<file path="config.mk">
export PLATFORM = sky130hd
export DESIGN_NAME = header_tail_frame_parser_flat
export DESIGN_NICKNAME = d
export VERILOG_FILES = /design/src/rtl/hdtf_pkg.sv /design/src/rtl/hdtf_if.sv /design/src/rtl/header_tail_frame_parser.sv /design/src/rtl/hdtf_apb_regs.sv /design/src/rtl/hdtf_parser.sv /design/src/flat_wrapper.sv
export SDC_FILE = /design/constraint.sdc
export NUM_CORES = 1
export LEC_CHECK = 0
export BUFFER_PORTS_ARGS = -buffer_cell sky130_fd_sc_hd__buf_2
export CORE_UTILIZATION = 35
export CTS_BUF_LIST = sky130_fd_sc_hd__clkbuf_8
export CTS_CLUSTER_DIAMETER = 120
export DETAILED_ROUTE_END_ITERATION = 16
export GPL_TIMING_DRIVEN = 0
export MAX_ROUTING_LAYER = met4
export PLACE_DENSITY = 0.68
export SLEW_MARGIN = 20
export SYNTH_ARGS = -nofsm -noshare
export SYNTH_HDL_FRONTEND = slang
export SYNTH_SLANG_ARGS = --single-unit
</file>
<file path="constraint.sdc">
create_clock -name i_clk -period 2.15 [get_ports i_clk]
set_input_delay 0.3225 -clock i_clk [delete_from_list [all_inputs] [get_ports i_clk]]
set_output_delay 0.3225 -clock i_clk [all_outputs]
set_load 0.01 [all_outputs]
</file>
<file path="src/rtl/hdtf_pkg.sv">
// Package: shared constants, codes and types of the header/tail frame parser.
`timescale 1ns / 1ps

package hdtf_pkg;

    localparam int BYTE_W      = 8;
    localparam int PAYLOAD_LEN = 4;
    localparam int PAYLOAD_W   = PAYLOAD_LEN * BYTE_W;
    localparam int PCNT_W      = $clog2(PAYLOAD_LEN);
    localparam int SLOT_COUNT  = 10;
    localparam int SLOT_W      = 4;
    localparam int STATUS_W    = 2;
    localparam int NUM_REGS    = 4;
    localparam int REG_IDX_W   = $clog2(NUM_REGS);
    localparam int APB_ADDR_W  = REG_IDX_W + 2;
    localparam int APB_DATA_W  = 32;

    localparam logic [BYTE_W-1:0] FIRST_HEADER_RST  = 8'hAA;
    localparam logic [BYTE_W-1:0] SECOND_HEADER_RST = 8'hAF;
    localparam logic [BYTE_W-1:0] FIRST_TAIL_RST    = 8'hFA;
    localparam logic [BYTE_W-1:0] SECOND_TAIL_RST   = 8'hFF;

    typedef enum logic [REG_IDX_W-1:0] {
        REG_FIRST_HEADER  = 2'd0,
        REG_SECOND_HEADER = 2'd1,
        REG_FIRST_TAIL    = 2'd2,
        REG_SECOND_TAIL   = 2'd3
    } t_reg_idx;

    typedef enum logic [STATUS_W-1:0] {
        ST_BUSY  = 2'd0,
        ST_DONE  = 2'd1,
        ST_ERROR = 2'd2
    } t_status;

    typedef enum logic [4:0] {
        PH_HEAD1 = 5'b00001,
        PH_HEAD2 = 5'b00010,
        PH_DATA  = 5'b00100,
        PH_TAIL1 = 5'b01000,
        PH_TAIL2 = 5'b10000
    } t_phase;

    typedef struct packed {
        logic [BYTE_W-1:0] first_header;
        logic [BYTE_W-1:0] second_header;
        logic [BYTE_W-1:0] first_tail;
        logic [BYTE_W-1:0] second_tail;
    } t_cfg;

endpackage

</file>
<file path="src/rtl/hdtf_if.sv">
// Interfaces: valid/ready channels for received bytes and parse results.
`timescale 1ns / 1ps

interface hdtf_in_if;
    logic                      valid;
    logic                      ready;
    logic [hdtf_pkg::BYTE_W-1:0] data_byte;

    modport source (output valid, output data_byte, input ready);
    modport sink   (input valid, input data_byte, output ready);
endinterface

interface hdtf_out_if;
    logic                           valid;
    logic                           ready;
    logic [hdtf_pkg::STATUS_W-1:0]  status;
    logic [hdtf_pkg::PAYLOAD_W-1:0] payload;
    logic [hdtf_pkg::SLOT_W-1:0]    slot;

    modport source (output valid, output status, output payload, output slot, input ready);
    modport sink   (input valid, input status, input payload, input slot, output ready);
endinterface

</file>
<file path="src/rtl/header_tail_frame_parser.sv">
// Top level of the header/tail frame parser: register block and parser.
`timescale 1ns / 1ps

// Deframes a byte stream into frames of two header bytes, four payload bytes
// and two tail bytes. Every accepted byte yields exactly one result transfer:
// status busy while a frame is in progress, done with the 32-bit payload and
// its ring slot (0..9, wrapping) when both tail bytes match, or error when a
// tail byte mismatches. A second-header mismatch restarts the search without
// error. The block takes one byte per cycle unless the result sink stalls it;
// each result passes through the input register and then the result register,
// with the phase update between them. The match bytes sit in APB
// registers at 0x0 (first header), 0x4 (second header), 0x8 (first tail) and
// 0xC (second tail); write them only while no transfer is in flight.
module header_tail_frame_parser (
    input  logic                            i_clk,
    input  logic                            i_rst_n,
    hdtf_in_if.sink                         i_in,
    hdtf_out_if.source                      o_out,
    input  logic                            psel,
    input  logic                            penable,
    input  logic                            pwrite,
    input  logic [hdtf_pkg::APB_ADDR_W-1:0] paddr,
    input  logic [hdtf_pkg::APB_DATA_W-1:0] pwdata,
    output logic [hdtf_pkg::APB_DATA_W-1:0] prdata,
    output logic                            pready
);
    import hdtf_pkg::*;

    t_cfg w_cfg;

    hdtf_apb_regs u_regs (
        .i_clk   (i_clk),
        .i_rst_n (i_rst_n),
        .psel    (psel),
        .penable (penable),
        .pwrite  (pwrite),
        .paddr   (paddr),
        .pwdata  (pwdata),
        .prdata  (prdata),
        .pready  (pready),
        .o_cfg   (w_cfg)
    );

    hdtf_parser u_parser (
        .i_clk   (i_clk),
        .i_rst_n (i_rst_n),
        .i_cfg   (w_cfg),
        .i_in    (i_in),
        .o_out   (o_out)
    );

endmodule

</file>
<file path="src/rtl/hdtf_apb_regs.sv">
// APB register block holding the header and tail match bytes.
`timescale 1ns / 1ps

module hdtf_apb_regs (
    input  logic                              i_clk,
    input  logic                              i_rst_n,
    input  logic                              psel,
    input  logic                              penable,
    input  logic                              pwrite,
    input  logic [hdtf_pkg::APB_ADDR_W-1:0]   paddr,
    input  logic [hdtf_pkg::APB_DATA_W-1:0]   pwdata,
    output logic [hdtf_pkg::APB_DATA_W-1:0]   prdata,
    output logic                              pready,
    output hdtf_pkg::t_cfg                    o_cfg
);
    import hdtf_pkg::*;

    t_cfg          r_cfg;
    t_reg_idx      w_idx;
    logic          w_wr;
    logic [BYTE_W-1:0] w_rd_byte;

    assign w_idx  = t_reg_idx'(paddr[APB_ADDR_W-1:2]);
    assign w_wr   = psel && penable && pwrite;
    assign pready = 1'b1;
    assign o_cfg  = r_cfg;

    always_ff @(posedge i_clk) begin
        if (!i_rst_n) begin
            r_cfg.first_header  <= FIRST_HEADER_RST;
            r_cfg.second_header <= SECOND_HEADER_RST;
            r_cfg.first_tail    <= FIRST_TAIL_RST;
            r_cfg.second_tail   <= SECOND_TAIL_RST;
        end else if (w_wr) begin
            unique case (w_idx)
                REG_FIRST_HEADER:  r_cfg.first_header  <= pwdata[BYTE_W-1:0];
                REG_SECOND_HEADER: r_cfg.second_header <= pwdata[BYTE_W-1:0];
                REG_FIRST_TAIL:    r_cfg.first_tail    <= pwdata[BYTE_W-1:0];
                REG_SECOND_TAIL:   r_cfg.second_tail   <= pwdata[BYTE_W-1:0];
                default: ;
            endcase
        end
    end

    always_comb begin
        unique case (w_idx)
            REG_FIRST_HEADER:  w_rd_byte = r_cfg.first_header;
            REG_SECOND_HEADER: w_rd_byte = r_cfg.second_header;
            REG_FIRST_TAIL:    w_rd_byte = r_cfg.first_tail;
            REG_SECOND_TAIL:   w_rd_byte = r_cfg.second_tail;
            default:           w_rd_byte = '0;
        endcase
    end

    assign prdata = {{(APB_DATA_W-BYTE_W){1'b0}}, w_rd_byte};

endmodule

</file>
<file path="src/rtl/hdtf_parser.sv">
// Frame parser: input register, one-step phase logic and result register.
`timescale 1ns / 1ps

module hdtf_parser (
    input  logic           i_clk,
    input  logic           i_rst_n,
    input  hdtf_pkg::t_cfg i_cfg,
    hdtf_in_if.sink        i_in,
    hdtf_out_if.source     o_out
);
    import hdtf_pkg::*;

    // input stage
    logic                 r_s1_valid;
    logic [BYTE_W-1:0]    r_s1_byte;
    // parse state
    t_phase               r_phase,   n_phase;
    logic [PCNT_W-1:0]    r_cnt,     n_cnt;
    logic [PAYLOAD_W-1:0] r_payload, n_payload;
    logic [SLOT_W-1:0]    r_slot,    n_slot;
    // result stage
    logic                 r_out_valid;
    t_status              r_out_status,  n_out_status;
    logic [PAYLOAD_W-1:0] r_out_payload, n_out_payload;
    logic [SLOT_W-1:0]    r_out_slot,    n_out_slot;

    logic w_adv;
    logic w_in_xfer;

    assign w_adv     = r_s1_valid && (!r_out_valid || o_out.ready);
    assign i_in.ready = !r_s1_valid || w_adv;
    assign w_in_xfer = i_in.valid && i_in.ready;

    assign o_out.valid   = r_out_valid;
    assign o_out.status  = r_out_status;
    assign o_out.payload = r_out_payload;
    assign o_out.slot    = r_out_slot;

    always_comb begin
        n_phase       = r_phase;
        n_cnt         = r_cnt;
        n_payload     = r_payload;
        n_slot        = r_slot;
        n_out_status  = ST_BUSY;
        n_out_payload = '0;
        n_out_slot    = '0;
        unique case (r_phase)
            PH_HEAD1: begin
                if (r_s1_byte == i_cfg.first_header) n_phase = PH_HEAD2;
            end
            PH_HEAD2: begin
                n_cnt   = '0;
                n_phase = (r_s1_byte == i_cfg.second_header) ? PH_DATA : PH_HEAD1;
            end
            PH_DATA: begin
                n_payload[{r_cnt, 3'b000} +: BYTE_W] = r_s1_byte;
                n_cnt = r_cnt + PCNT_W'(1);
                if (r_cnt == PCNT_W'(PAYLOAD_LEN - 1)) n_phase = PH_TAIL1;
            end
            PH_TAIL1: begin
                if (r_s1_byte == i_cfg.first_tail) begin
                    n_phase = PH_TAIL2;
                end else begin
                    n_phase      = PH_HEAD1;
                    n_out_status = ST_ERROR;
                end
            end
            PH_TAIL2: begin
                n_phase = PH_HEAD1;
                if (r_s1_byte == i_cfg.second_tail) begin
                    n_out_status  = ST_DONE;
                    n_out_payload = r_payload;
                    n_out_slot    = r_slot;
                    n_slot = (r_slot == SLOT_W'(SLOT_COUNT - 1)) ? '0 : r_slot + SLOT_W'(1);
                end else begin
                    n_out_status = ST_ERROR;
                end
            end
            default: n_phase = PH_HEAD1;
        endcase
    end

    always_ff @(posedge i_clk) begin
        if (!i_rst_n) begin
            r_s1_valid   <= 1'b0;
            r_out_valid  <= 1'b0;
            r_phase      <= PH_HEAD1;
            r_cnt        <= '0;
            r_slot       <= '0;
        end else begin
            if (w_in_xfer) begin
                r_s1_valid <= 1'b1;
            end else if (w_adv) begin
                r_s1_valid <= 1'b0;
            end
            if (w_adv) begin
                r_out_valid <= 1'b1;
                r_phase     <= n_phase;
                r_cnt       <= n_cnt;
                r_slot      <= n_slot;
            end else if (o_out.ready) begin
                r_out_valid <= 1'b0;
            end
        end
    end

    always_ff @(posedge i_clk) begin
        if (w_in_xfer) begin
            r_s1_byte <= i_in.data_byte;
        end
        if (w_adv) begin
            r_payload     <= n_payload;
            r_out_status  <= n_out_status;
            r_out_payload <= n_out_payload;
            r_out_slot    <= n_out_slot;
        end
    end

    a_slot_range: assert property (@(posedge i_clk) disable iff (!i_rst_n)
        r_slot < SLOT_W'(SLOT_COUNT))
        else $error("slot counter out of range");

    a_idle_fields_zero: assert property (@(posedge i_clk) disable iff (!i_rst_n)
        (r_out_valid && r_out_status != ST_DONE) |-> (r_out_payload == '0 && r_out_slot == '0))
        else $error("payload or slot nonzero on a result without a frame");

    a_tail2_restart: assert property (@(posedge i_clk) disable iff (!i_rst_n)
        (w_adv && r_phase == PH_TAIL2) |=> (r_phase == PH_HEAD1))
        else $error("phase did not restart after second tail byte");

    a_stall_only_when_full: assert property (@(posedge i_clk) disable iff (!i_rst_n)
        !i_in.ready |-> (r_s1_valid && r_out_valid && !o_out.ready))
        else $error("input stalled while the pipeline had room");

    a_slot_advance: assert property (@(posedge i_clk) disable iff (!i_rst_n)
        (w_adv && n_out_status == ST_DONE) |=> (r_slot != $past(r_slot) || SLOT_COUNT == 1))
        else $error("slot counter did not advance after a complete frame");

endmodule

</file>
<file path="src/flat_wrapper.sv">
// flat-port wrapper written by rule: the top's interface ports become plain ports
module header_tail_frame_parser_flat import hdtf_pkg::*;
  (i_clk, i_rst_n, psel, penable, pwrite, paddr, pwdata, prdata, pready, i_in_valid, i_in_data_byte, i_in_ready, o_out_valid, o_out_status, o_out_payload, o_out_slot, o_out_ready);
  hdtf_in_if i_in_i ();
  hdtf_out_if o_out_i ();
  input  logic i_clk;
  input  logic i_rst_n;
  input  logic psel;
  input  logic penable;
  input  logic pwrite;
  input  logic [hdtf_pkg::APB_ADDR_W-1:0] paddr;
  input  logic [hdtf_pkg::APB_DATA_W-1:0] pwdata;
  output logic [hdtf_pkg::APB_DATA_W-1:0] prdata;
  output logic pready;
  input wire logic [$bits(i_in_i.valid)-1:0] i_in_valid;
  input wire logic [$bits(i_in_i.data_byte)-1:0] i_in_data_byte;
  output wire logic [$bits(i_in_i.ready)-1:0] i_in_ready;
  output wire logic [$bits(o_out_i.valid)-1:0] o_out_valid;
  output wire logic [$bits(o_out_i.status)-1:0] o_out_status;
  output wire logic [$bits(o_out_i.payload)-1:0] o_out_payload;
  output wire logic [$bits(o_out_i.slot)-1:0] o_out_slot;
  input wire logic [$bits(o_out_i.ready)-1:0] o_out_ready;
  assign i_in_i.valid = i_in_valid;
  assign i_in_i.data_byte = i_in_data_byte;
  assign i_in_ready = i_in_i.ready;
  assign o_out_valid = o_out_i.valid;
  assign o_out_status = o_out_i.status;
  assign o_out_payload = o_out_i.payload;
  assign o_out_slot = o_out_i.slot;
  assign o_out_i.ready = o_out_ready;
  header_tail_frame_parser u_core (.i_clk(i_clk), .i_rst_n(i_rst_n), .i_in(i_in_i), .o_out(o_out_i), .psel(psel), .penable(penable), .pwrite(pwrite), .paddr(paddr), .pwdata(pwdata), .prdata(prdata), .pready(pready));
endmodule
</file>
======== Word level (Yosys, flattened, before mapping) ========
Index checks and enable logic that the tools add are counted.
cells by class
  add/sub/neg operators ................... 3
  $mul .................................... 0
  div/mod/pow operators ................... 0
  magnitude comparators ................... 0
  eq/ne operators ......................... 16
  shift-type cells ........................ 2
  multiplexer cells ....................... 16
  bitwise gates (word level) .............. 0
  reduce and logical (&&, ||, !) cells .... 21
operator list
  operator                                                                count
  32-bit bitwise mux                                                      1
  8-bit == test                                                           4
  8-bit one-hot mux with 4 select lines                                   1
  8-bit by 7-bit variable shift with 32-bit output, first input constant  1
  8-bit by 7-bit indexed part select with 32-bit output                   1
  5-bit one-hot mux with 4 select lines                                   1
  5-bit 2-to-1 mux                                                        3
  2-bit AND reduction                                                     7
  2-bit one-hot mux with 2 select lines                                   2
  5-bit negator with 7-bit output                                         1
  2-bit == test, second input constant                                    3
  3-bit AND reduction                                                     2
  2-bit nonzero test                                                      3
  5-bit by 1-bit == test with 1-bit output, second input constant         1
  5-bit by 2-bit == test with 1-bit output, second input constant         1
  5-bit by 3-bit == test with 1-bit output, second input constant         1
  5-bit by 4-bit == test with 1-bit output, second input constant         1
  5-bit == test, second input constant                                    1
  4-bit by 1-bit adder with 4-bit output, second input constant           1
  4-bit == test, second input constant                                    1
  1-bit logical AND                                                       4
  1-bit 2-to-1 mux                                                        4
  2-bit 2-to-1 mux                                                        2
  4-bit 2-to-1 mux                                                        1
  other kinds (7)                                                         10
storage, ports and cells
  bits in registers ....................... 123
  latch bits .............................. 0
  RAM bits ................................ 0
  memory bits (read-only) ................. 0
  input bits .............................. 51
  output and inout bits ................... 73
  logic and storage cells ................. 72
  memories ................................ 0

======== Depth between registers and ports, before layout ========
Gate-level depths: netlist (run 1).
  depth after elaboration ................. 6
  gate-level depth with buffers ........... 6
  depth with buffers taken out ............ 6

======== Hierarchy ========
Synthesis (run 1) repeated with hierarchy kept, for this count alone.
second synthesis, totals
  cell total of the unflattened synthesis .. 472
  area total of the unflattened synthesis .. 5,858.1 um^2
by module, submodules not included
  module         instances  cells each  area each (um^2)  sequential area each (um^2)
  hdtf_parser    1          302         4,154.0           2,602.5
  hdtf_apb_regs  1          170         1,704.1           640.6

======== Worst setup path after synthesis (run 1) ========
OpenSTA, ideal clock, no wires.
  path kind ............................... input port to flip-flop
  start point ............................. in o_out_ready
  end point ............................... reg u_core.u_parser.r_phase[0]
  library setup time ...................... 133 ps
  arrival time ............................ 1,970 ps
  data required time ...................... 2,017 ps
  slack ................................... 47 ps
  stages on the path ...................... 6
  path buffers ............................ 0
  cell sequence ........................... nand2b_1 nand2_1 inv_1 o21ai_2 nor4b_1 a31oi_1
between the ends
  cells in the longest elaborated chain, start to end .. 3
RTL lines
  what                                  line                text
  start, declared                       flat_wrapper.sv:22  input wire logic [$bits(o_out_i.ready)-1:0] o_out_ready;
  1-bit logical OR                      hdtf_parser.sv:30   assign w_adv = r_s1_valid && (!r_out_valid || o_out.ready);
  1-bit logical AND                     hdtf_parser.sv:30
  named net u_core.u_parser.w_adv       hdtf_parser.sv:27   logic w_adv;
  3-bit AND reduction (no source line)  -
  end signal, assigned                  hdtf_parser.sv:98   r_phase <= n_phase;
  end, declared                         hdtf_parser.sv:17   t_phase r_phase, n_phase;
The timed path passes the listed nets, and every way through them passes these cells.
A chain may end at the register's enable or synchronous reset.

======== Worst setup path after layout (run 1) ========
  start point ............................. reg u_core.u_parser.r_phase[3]
  end point ............................... reg u_core.u_parser.r_payload[26] (enable)
between the ends
  cells in the longest elaborated chain, start to end .. 2
RTL lines
  what                                      line                text
  5-bit by 3-bit == test with 1-bit output  hdtf_parser.sv:47   unique case (r_phase)
  2-bit AND reduction (no source line)      -
  end signal, assigned                      hdtf_parser.sv:112  r_payload <= n_payload;
  end, declared                             hdtf_parser.sv:19   logic [PAYLOAD_W-1:0] r_payload, n_payload;
Every way passes these cells.

==> flow_metrics.py, run 1 <==
metrics = {
    "run_status": {
        "outcome": "finished, final reports clean",
    },
    "critical_path": {
        "r2r_cells": 4,
        "cp_data_arrival_time_ns": 2.04,
        "cp_slowest_stage_delay_ns": 0.41,
        "slowest_stage": "and2_1",
        "crit_path_max_fanout": 8,
        "crit_required_ns": 2.25,
        "cp_top_family": "simple AND/OR/NAND/NOR gates",
        "worstSetupEndpointType": "register",
        "path_depth": 4,
        "crit_type": "reg -> reg",
        "path_cells": "nor2_2 -> nand3_1 -> nor2_1 -> and2_1",
        "cp_num_buf_inv": 0,
        "critPathLaunchType": "register",
    },
    "cells_and_area": {
        "utilization_pct": 43.4,
        "nNetsFinal": 658,
        "area_growth_pct": 19.2,
        "stdcell_area_um2": 6690,
        "fillers": 1513,
        "diodes": 0,
        "drive_gt1_share_pct": 26.4,
    },
    "hold_path": {
        "hold_class": "in -> reg",
        "hold_depth": 1,
    },
    "timing": {
        "fmax_mhz": 515,
        "finalSetupViolations": 0,
        "worst_pin_slew_ns": 1.03,
        "rsz0062_at_grt": "false",
        "period_needed_ns": 1.94,
        "hold_violations": 0,
        "finClkSkew_ns": 0.0131,
        "slew_viol_final": 0,
        "fin_crit_sh_pct": 90.3,
        "relSlewSlack_pct": 30.8,
        "setup_tns_ns": 0,
    },
    "logic_synthesis": {
        "synth_area_leaders": "edfxtp_1 (42%), dfxtp_1 (16%), and2_1 (8.2%), nand2_1 (4.9%), buf_4 (3.5%)",
        "yosysTopAreaCell": "edfxtp_1",
        "avgSynthCellArea_um2": 11.5,
        "synth_cells": 487,
        "yosysWarnings": 0,
        "synthFlopType": "edfxtp_1",
        "synth_edf_count": 78,
        "yosysUniqueCellTypes": 47,
        "ys_ff_latch": 123,
        "yosysTopAreaCellShare_pct": 41.7,
        "syn_area_um2": 5610,
        "ys_seq_area_share_pct": 57.8,
        "synth_async_sr_flop_share_pct": 0,
    },
    "global_route": {
        "grt_pass1_wl_um": 18500,
        "grtUsageTotal_pct": 15.8,
        "grt_antenna_before_repair": 0,
        "grt_overflow_total": 0,
        "grt_start_max_net_pins": 42,
        "grt_pass1_vias": 3613,
    },
    "drt": {
        "drt_iter0_markers": 220,
        "dr.pass1.iters": 5,
        "drt-met1-wl_um": 5060,
        "finalWirelength_um": 11900,
        "ant_nets": 0,
        "vias": 3765,
        "routed.top_layer": "met4",
        "routed_via_density": 4.56,
        "met2WireLength_um": 5630,
        "drc": 0,
        "routedWlPerCell_um": 14.4,
        "wl_met3_um": 912,
    },
    "pwr": {
        "vdd_drop_max_v": 0.000344,
        "pwr-share-comb_pct": 7.5,
        "cellLeakagePower_nw": 2.69,
        "p_seq_share_pct": 53.4,
        "p_per_area_nw_per_um2": 722,
        "sw_frac_of_total_pct": 22.8,
        "power.internal_mw": 3.73,
        "p_sw_mw": 1.10,
        "pwr-share-clk_pct": 39.1,
    },
    "place": {
        "placed_area_um2": 6320,
        "portBuffers": 72,
        "place.gp.congestion": 0.935,
        "hpwlAfterDp_um": 8460,
    },
    "cts": {
        "path_clk_slew_ns": 0.07,
        "htree_levels": 4,
        "hold_buffers": 0,
        "cts_tree": "built",
        "clk_latency_ns": 0.44,
        "cts_made_buffers": 17,
        "clock_sinks": 123,
        "clockBufferDepth": 2,
        "cts_setup_buffers": 0,
        "cts-resized-gates": 0,
        "cts_root_buf": "clkbuf_8",
    },
    "floorplan": {
        "core_um2": 15400,
        "die-area_um2": 16500,
        "io_pins": 124,
        "rows": 45,
        "dieHeight_um": 129,
        "initial_core_util_pct": 36.4,
        "die_w_um": 129,
    },
    "flow_run": {
        "maxCapViolCount": 0,
    },
}
layout make-up:
cell class                      instances  area [µm²]  area share [%]
Sequential cell                       123        3240            48.5
Multi-Input combinational cell        335        2150            32.1
Timing Repair Buffer                   72         360            5.38
Buffer                                 47         288            4.30
Tap cell                              211         264            3.94
Clock buffer                           18         248            3.70
Clock inverter                         14         119            1.78
Inverter                                5        21.3           0.318
flip-flops by register name (all words and copies together) (netlist names):
name,flops
u_core.u_parser.r_phase,5
u_core.u_regs.o_cfg,32
u_core.u_parser.r_s1_valid,1
u_core.u_parser.r_s1_byte,8
u_core.u_parser.r_payload,32
u_core.u_parser.o_out.valid,1
u_core.u_parser.o_out.status,2
u_core.u_parser.r_slot,4
u_core.u_parser.o_out.slot,4
u_core.u_parser.r_cnt,2
u_core.u_parser.o_out.payload,32
cell usage in the layout (no fill, tap or decap), drive strengths merged, types with 17 or more instances in the layout:
cell type	instances
buf	112
edfxtp	78
nand2	74
and2	74
dfxtp	45
nand3	31
conb	25
xnor2	25
clkbuf	25
nor2	17
power groups by stage:
stage	clock (mW)	sequential, mW	combinational [mW]
6_report	1.89	2.58	0.363
5_1_grt	2.05	2.59	0.394
4_1_cts	1.93	2.58	0.364
3_5_place_dp	0	2.63	0.362
3_3_place_gp	0	2.63	0.357
2_1_floorplan	0	2.65	0.214
synthesized netlist by cell type, types with 2 or more instances:
cell type,n
a21oi_1,12
and2_1,74
and3_1,3
buf_1,3
buf_2,11
buf_4,26
clkbuf_1,7
conb_1,2
dfxtp_1,45
edfxtp_1,78
ha_1,6
inv_1,4
mux2i_1,4
mux4_2,8
nand2_1,74
nand2b_1,3
nand3_1,30
nand4_1,7
nor2_1,16
nor2b_1,2
nor3_1,5
nor3b_1,4
nor4_1,4
nor4b_1,2
o21ai_0,4
xnor2_1,18
xnor2_2,7
xor2_1,9
through the flow:
stage | hold slack (ns) | setup WS [ns] | total power, mW | instances
final | 0.0639 | 0.208 | 4.83 | 825
after detailed placement | 0.488 | -0.106 | 2.99 | 793
after CTS | 0.0326 | 0.0366 | 4.87 | 825
after floorplan | 0.421 | 0.0473 | 2.86 | 510
after global placement | 0.480 | -0.510 | 2.99 | 793
after global routing | 0.0318 | 0.0221 | 5.03 | 825
kinds of logic after synthesis:
family,count (synthesis),synth area share (%)
flip-flops,123,57.8
buffers and inverters,52,5.46
other,2,0.134
AND/OR/NAND/NOR,232,22.2
multiplexers,12,3.92
XOR/XNOR,34,6.24
AO/OA/AOI/OAI,26,2.88
adder cells (fa/ha/maj),6,1.34
routing by layer:
| layer | vias up | global-route usage, % |
|---|---|---|
| met1 | 1722 | 18.2 |
| li1 | 1854 | - |
| met3 | 23 | 4.62 |
| met2 | 166 | 25.5 |
| met5 | - | - |
| met4 | 0 | 7.34 |
worst paths after layout:
check	from	endpoint	slack [ns]
worst max-delay path	u_core.u_parser.r_phase[3]	u_core.u_parser.r_payload[26]	0.21
worst min-delay path	i_in_data_byte[4]	u_core.u_parser.r_s1_byte[4]	0.06
worst min register to register	u_core.u_regs.o_cfg[26]	u_core.u_regs.o_cfg[26]	0.50
worst max register to register	u_core.u_parser.r_phase[3]	u_core.u_parser.r_payload[26]	0.21
Note: power is estimated with default switching activity, not from simulation.
==> run 2, diff against run 1 <==
--- a/config.mk
+++ b/config.mk
@@ -8,5 +8,4 @@
 export BUFFER_PORTS_ARGS = -buffer_cell sky130_fd_sc_hd__buf_2
 export CORE_UTILIZATION = 35
-export CTS_BUF_LIST = sky130_fd_sc_hd__clkbuf_8
 export CTS_CLUSTER_DIAMETER = 120
 export DETAILED_ROUTE_END_ITERATION = 16
==> constraint.sdc (replaced) <==
create_clock -name i_clk -period 2.15 [get_ports i_clk]
set_input_delay 0.1075 -clock i_clk [delete_from_list [all_inputs] [get_ports i_clk]]
set_output_delay 0.1075 -clock i_clk [all_outputs]
set_load 0.01 [all_outputs]
==> run 2 against run 1 <==
Combinational power rose by 6.6%. Sequential cell count did not move. Sequential power barely moved. Cell count rose by 2.2%. Fmax fell by 0.31%. Cell area rose by 5.6%. Register-to-register slack barely moved. Hold slack got worse by 0.037 ns. Power rose by 17%. Critical endpoint unchanged. Die area did not move. First-iteration DRC count fell by 0.91%.
==> flow_metrics.py, run 2 (synthesized netlist as in run 1, its figures left out) <==
metrics = {
    "pwr": {
        "p_sw_mw": 1.21,
        "vdd_drop_max_v": 0.000534,
        "p_per_area_nw_per_um2": 801,
        "p_seq_share_pct": 45.7,
        "pwr-share-comb_pct": 6.8,
        "p_total_mw": 5.66,
        "sw_frac_of_total_pct": 21.4,
        "power.internal_mw": 4.45,
        "pwr-share-clk_pct": 47.5,
        "cellLeakagePower_nw": 2.83,
    },
    "cells_and_area": {
        "stdcell_area_um2": 7060,
        "fin_cells": 843,
        "drive_gt1_share_pct": 25.6,
        "layout_commonest_cell": "buf_2",
        "diodes": 0,
        "area_growth_pct": 25.9,
        "mostFrequentLayoutCells": "buf_2 (83), edfxtp_1 (78), nand2_1 (74), and2_1 (74), dfxtp_1 (45)",
        "fillers": 1479,
        "nNetsFinal": 676,
    },
    "timing": {
        "period_needed_ns": 1.95,
        "finClkSkew_ns": 0.00754,
        "worst_pin_slew_ns": 1.01,
        "slew_viol_final": 0,
        "fin_crit_sh_pct": 90.6,
        "relSlewSlack_pct": 32.2,
        "hold_violations": 0,
        "finalSetupViolations": 0,
        "whs_ns": 0.0270,
        "fmax_mhz": 513,
        "rsz0062_at_grt": "false",
    },
    "floorplan": {
        "dieHeight_um": 129,
        "die_w_um": 129,
        "initial_core_util_pct": 36.4,
        "core_um2": 15400,
        "io_pins": 124,
        "die-area_um2": 16500,
        "rows": 45,
    },
    "cts": {
        "htree_levels": 4,
        "cts_setup_buffers": 0,
        "path_clk_slew_ns": 0.05,
        "clk_latency_ns": 0.42,
        "clockBufferDepth": 2,
        "cts_tree": "built",
        "cts_made_buffers": 17,
        "cts_root_buf": "clkbuf_16",
        "clock_sinks": 123,
    },
    "global_route": {
        "grt_pass1_vias": 3718,
        "grt_pass1_wl_um": 18700,
        "grt_start_max_net_pins": 42,
        "grt_overflow_total": 0,
        "grt_antenna_before_repair": 0,
        "grtUsageTotal_pct": 16.1,
    },
    "critical_path": {
        "cp_data_arrival_time_ns": 2.03,
        "critPathLaunchType": "register",
        "crit_required_ns": 2.23,
        "crit_type": "reg -> reg",
        "crit_path_max_fanout": 8,
        "r2r_cells": 4,
        "worstSetupEndpointType": "register",
    },
    "drt": {
        "drt_iter0_markers": 218,
        "routed.top_layer": "met4",
        "ant_nets": 0,
        "routedWlPerCell_um": 14.2,
        "routed_via_density": 4.56,
        "dr.pass1.iters": 5,
        "drc": 0,
        "wl_met3_um": 892,
        "finalWirelength_um": 12000,
        "met2WireLength_um": 5670,
        "drt-met1-wl_um": 5080,
        "vias": 3843,
    },
    "place": {
        "place_inst": 793,
        "portBuffers": 72,
        "placed_area_um2": 6320,
        "place.gp.congestion": 0.935,
        "hpwlAfterDp_um": 8460,
    },
    "hold_path": {
        "hold_depth": 4,
        "hold_class": "in -> reg",
    },
    "flow_run": {
        "maxCapViolCount": 0,
    },
    "run_status": {
        "outcome": "finished, final reports clean",
    },
}
==> run 2: changes by cell type in the layout (fill, tap and decap cells not counted), sizes merged <==
cell | before | now
clkbuf | 25 | 30
dlygate4sd3 | 0 | 18
inv | 9 | 4
==> run 2: through the flow <==
step	utilization [%]	setup WS, ns	setup TNS, ns
2_1_floorplan	-	0.0515	0
5_1_grt	45.8	0.0224	0
3_3_place_gp	41.0	-0.373	-1.03
3_5_place_dp	41.0	0.0344	0
4_1_cts	45.8	0.0352	0
6_report	45.8	0.202	0
==> run 2: final cells by class <==
type,count,area [µm²],share of cell area (%)
clock inverter,9,100,1.42
buffer,47,288,4.07
sequential,123,3240,45.9
inverter,5,21.3,0.301
multi-input combinational,335,2150,30.4
timing repair buffer,90,541,7.65
tap,211,264,3.74
clock buffer,23,458,6.48
==> run 2: metal layers <==
metal / global-route usage [%] / vias up
met2: 25.9 / 149
met1: 18.1 / 1768
met3: 4.86 / 31
met5: - / -
li1: - / 1895
met4: 7.89 / 0
==> run 2: power groups by stage <==
| stage | Clock, mW | Sequential, mW | Combinational (mW) |
|---|---|---|---|
| global placement | 0 | 2.63 | 0.357 |
| CTS | 2.73 | 2.58 | 0.389 |
| global route | 2.84 | 2.59 | 0.421 |
| floorplan | 0 | 2.65 | 0.214 |
| detailed placement | 0 | 2.63 | 0.362 |
| finish | 2.69 | 2.58 | 0.387 |
==> run 2: what timing repair did <==
action                                 4_1_cts  5_1_grt
setup endpoints to repair                    0        3
gates resized for setup                      0        2
endpoints found under the hold margin       42        0
hold buffers                                18        0
==> run 2: critical path: stages (launching register included) <==
cell and delay, ns:
dfxtp_1 0.39, nor2_2 0.21, nand3_1 0.24, nor2_1 0.35, and2_1 0.41
==> run 2: final timing paths <==
check / from / to / slack, ns
max reg2reg: u_core.u_parser.r_phase[3] / u_core.u_parser.r_payload[26] / 0.20
min: o_out_ready / u_core.u_parser.o_out.valid / 0.03
min reg2reg: u_core.u_regs.o_cfg[26] / u_core.u_regs.o_cfg[26] / 0.49
max: u_core.u_parser.r_phase[3] / u_core.u_parser.r_payload[26] / 0.20
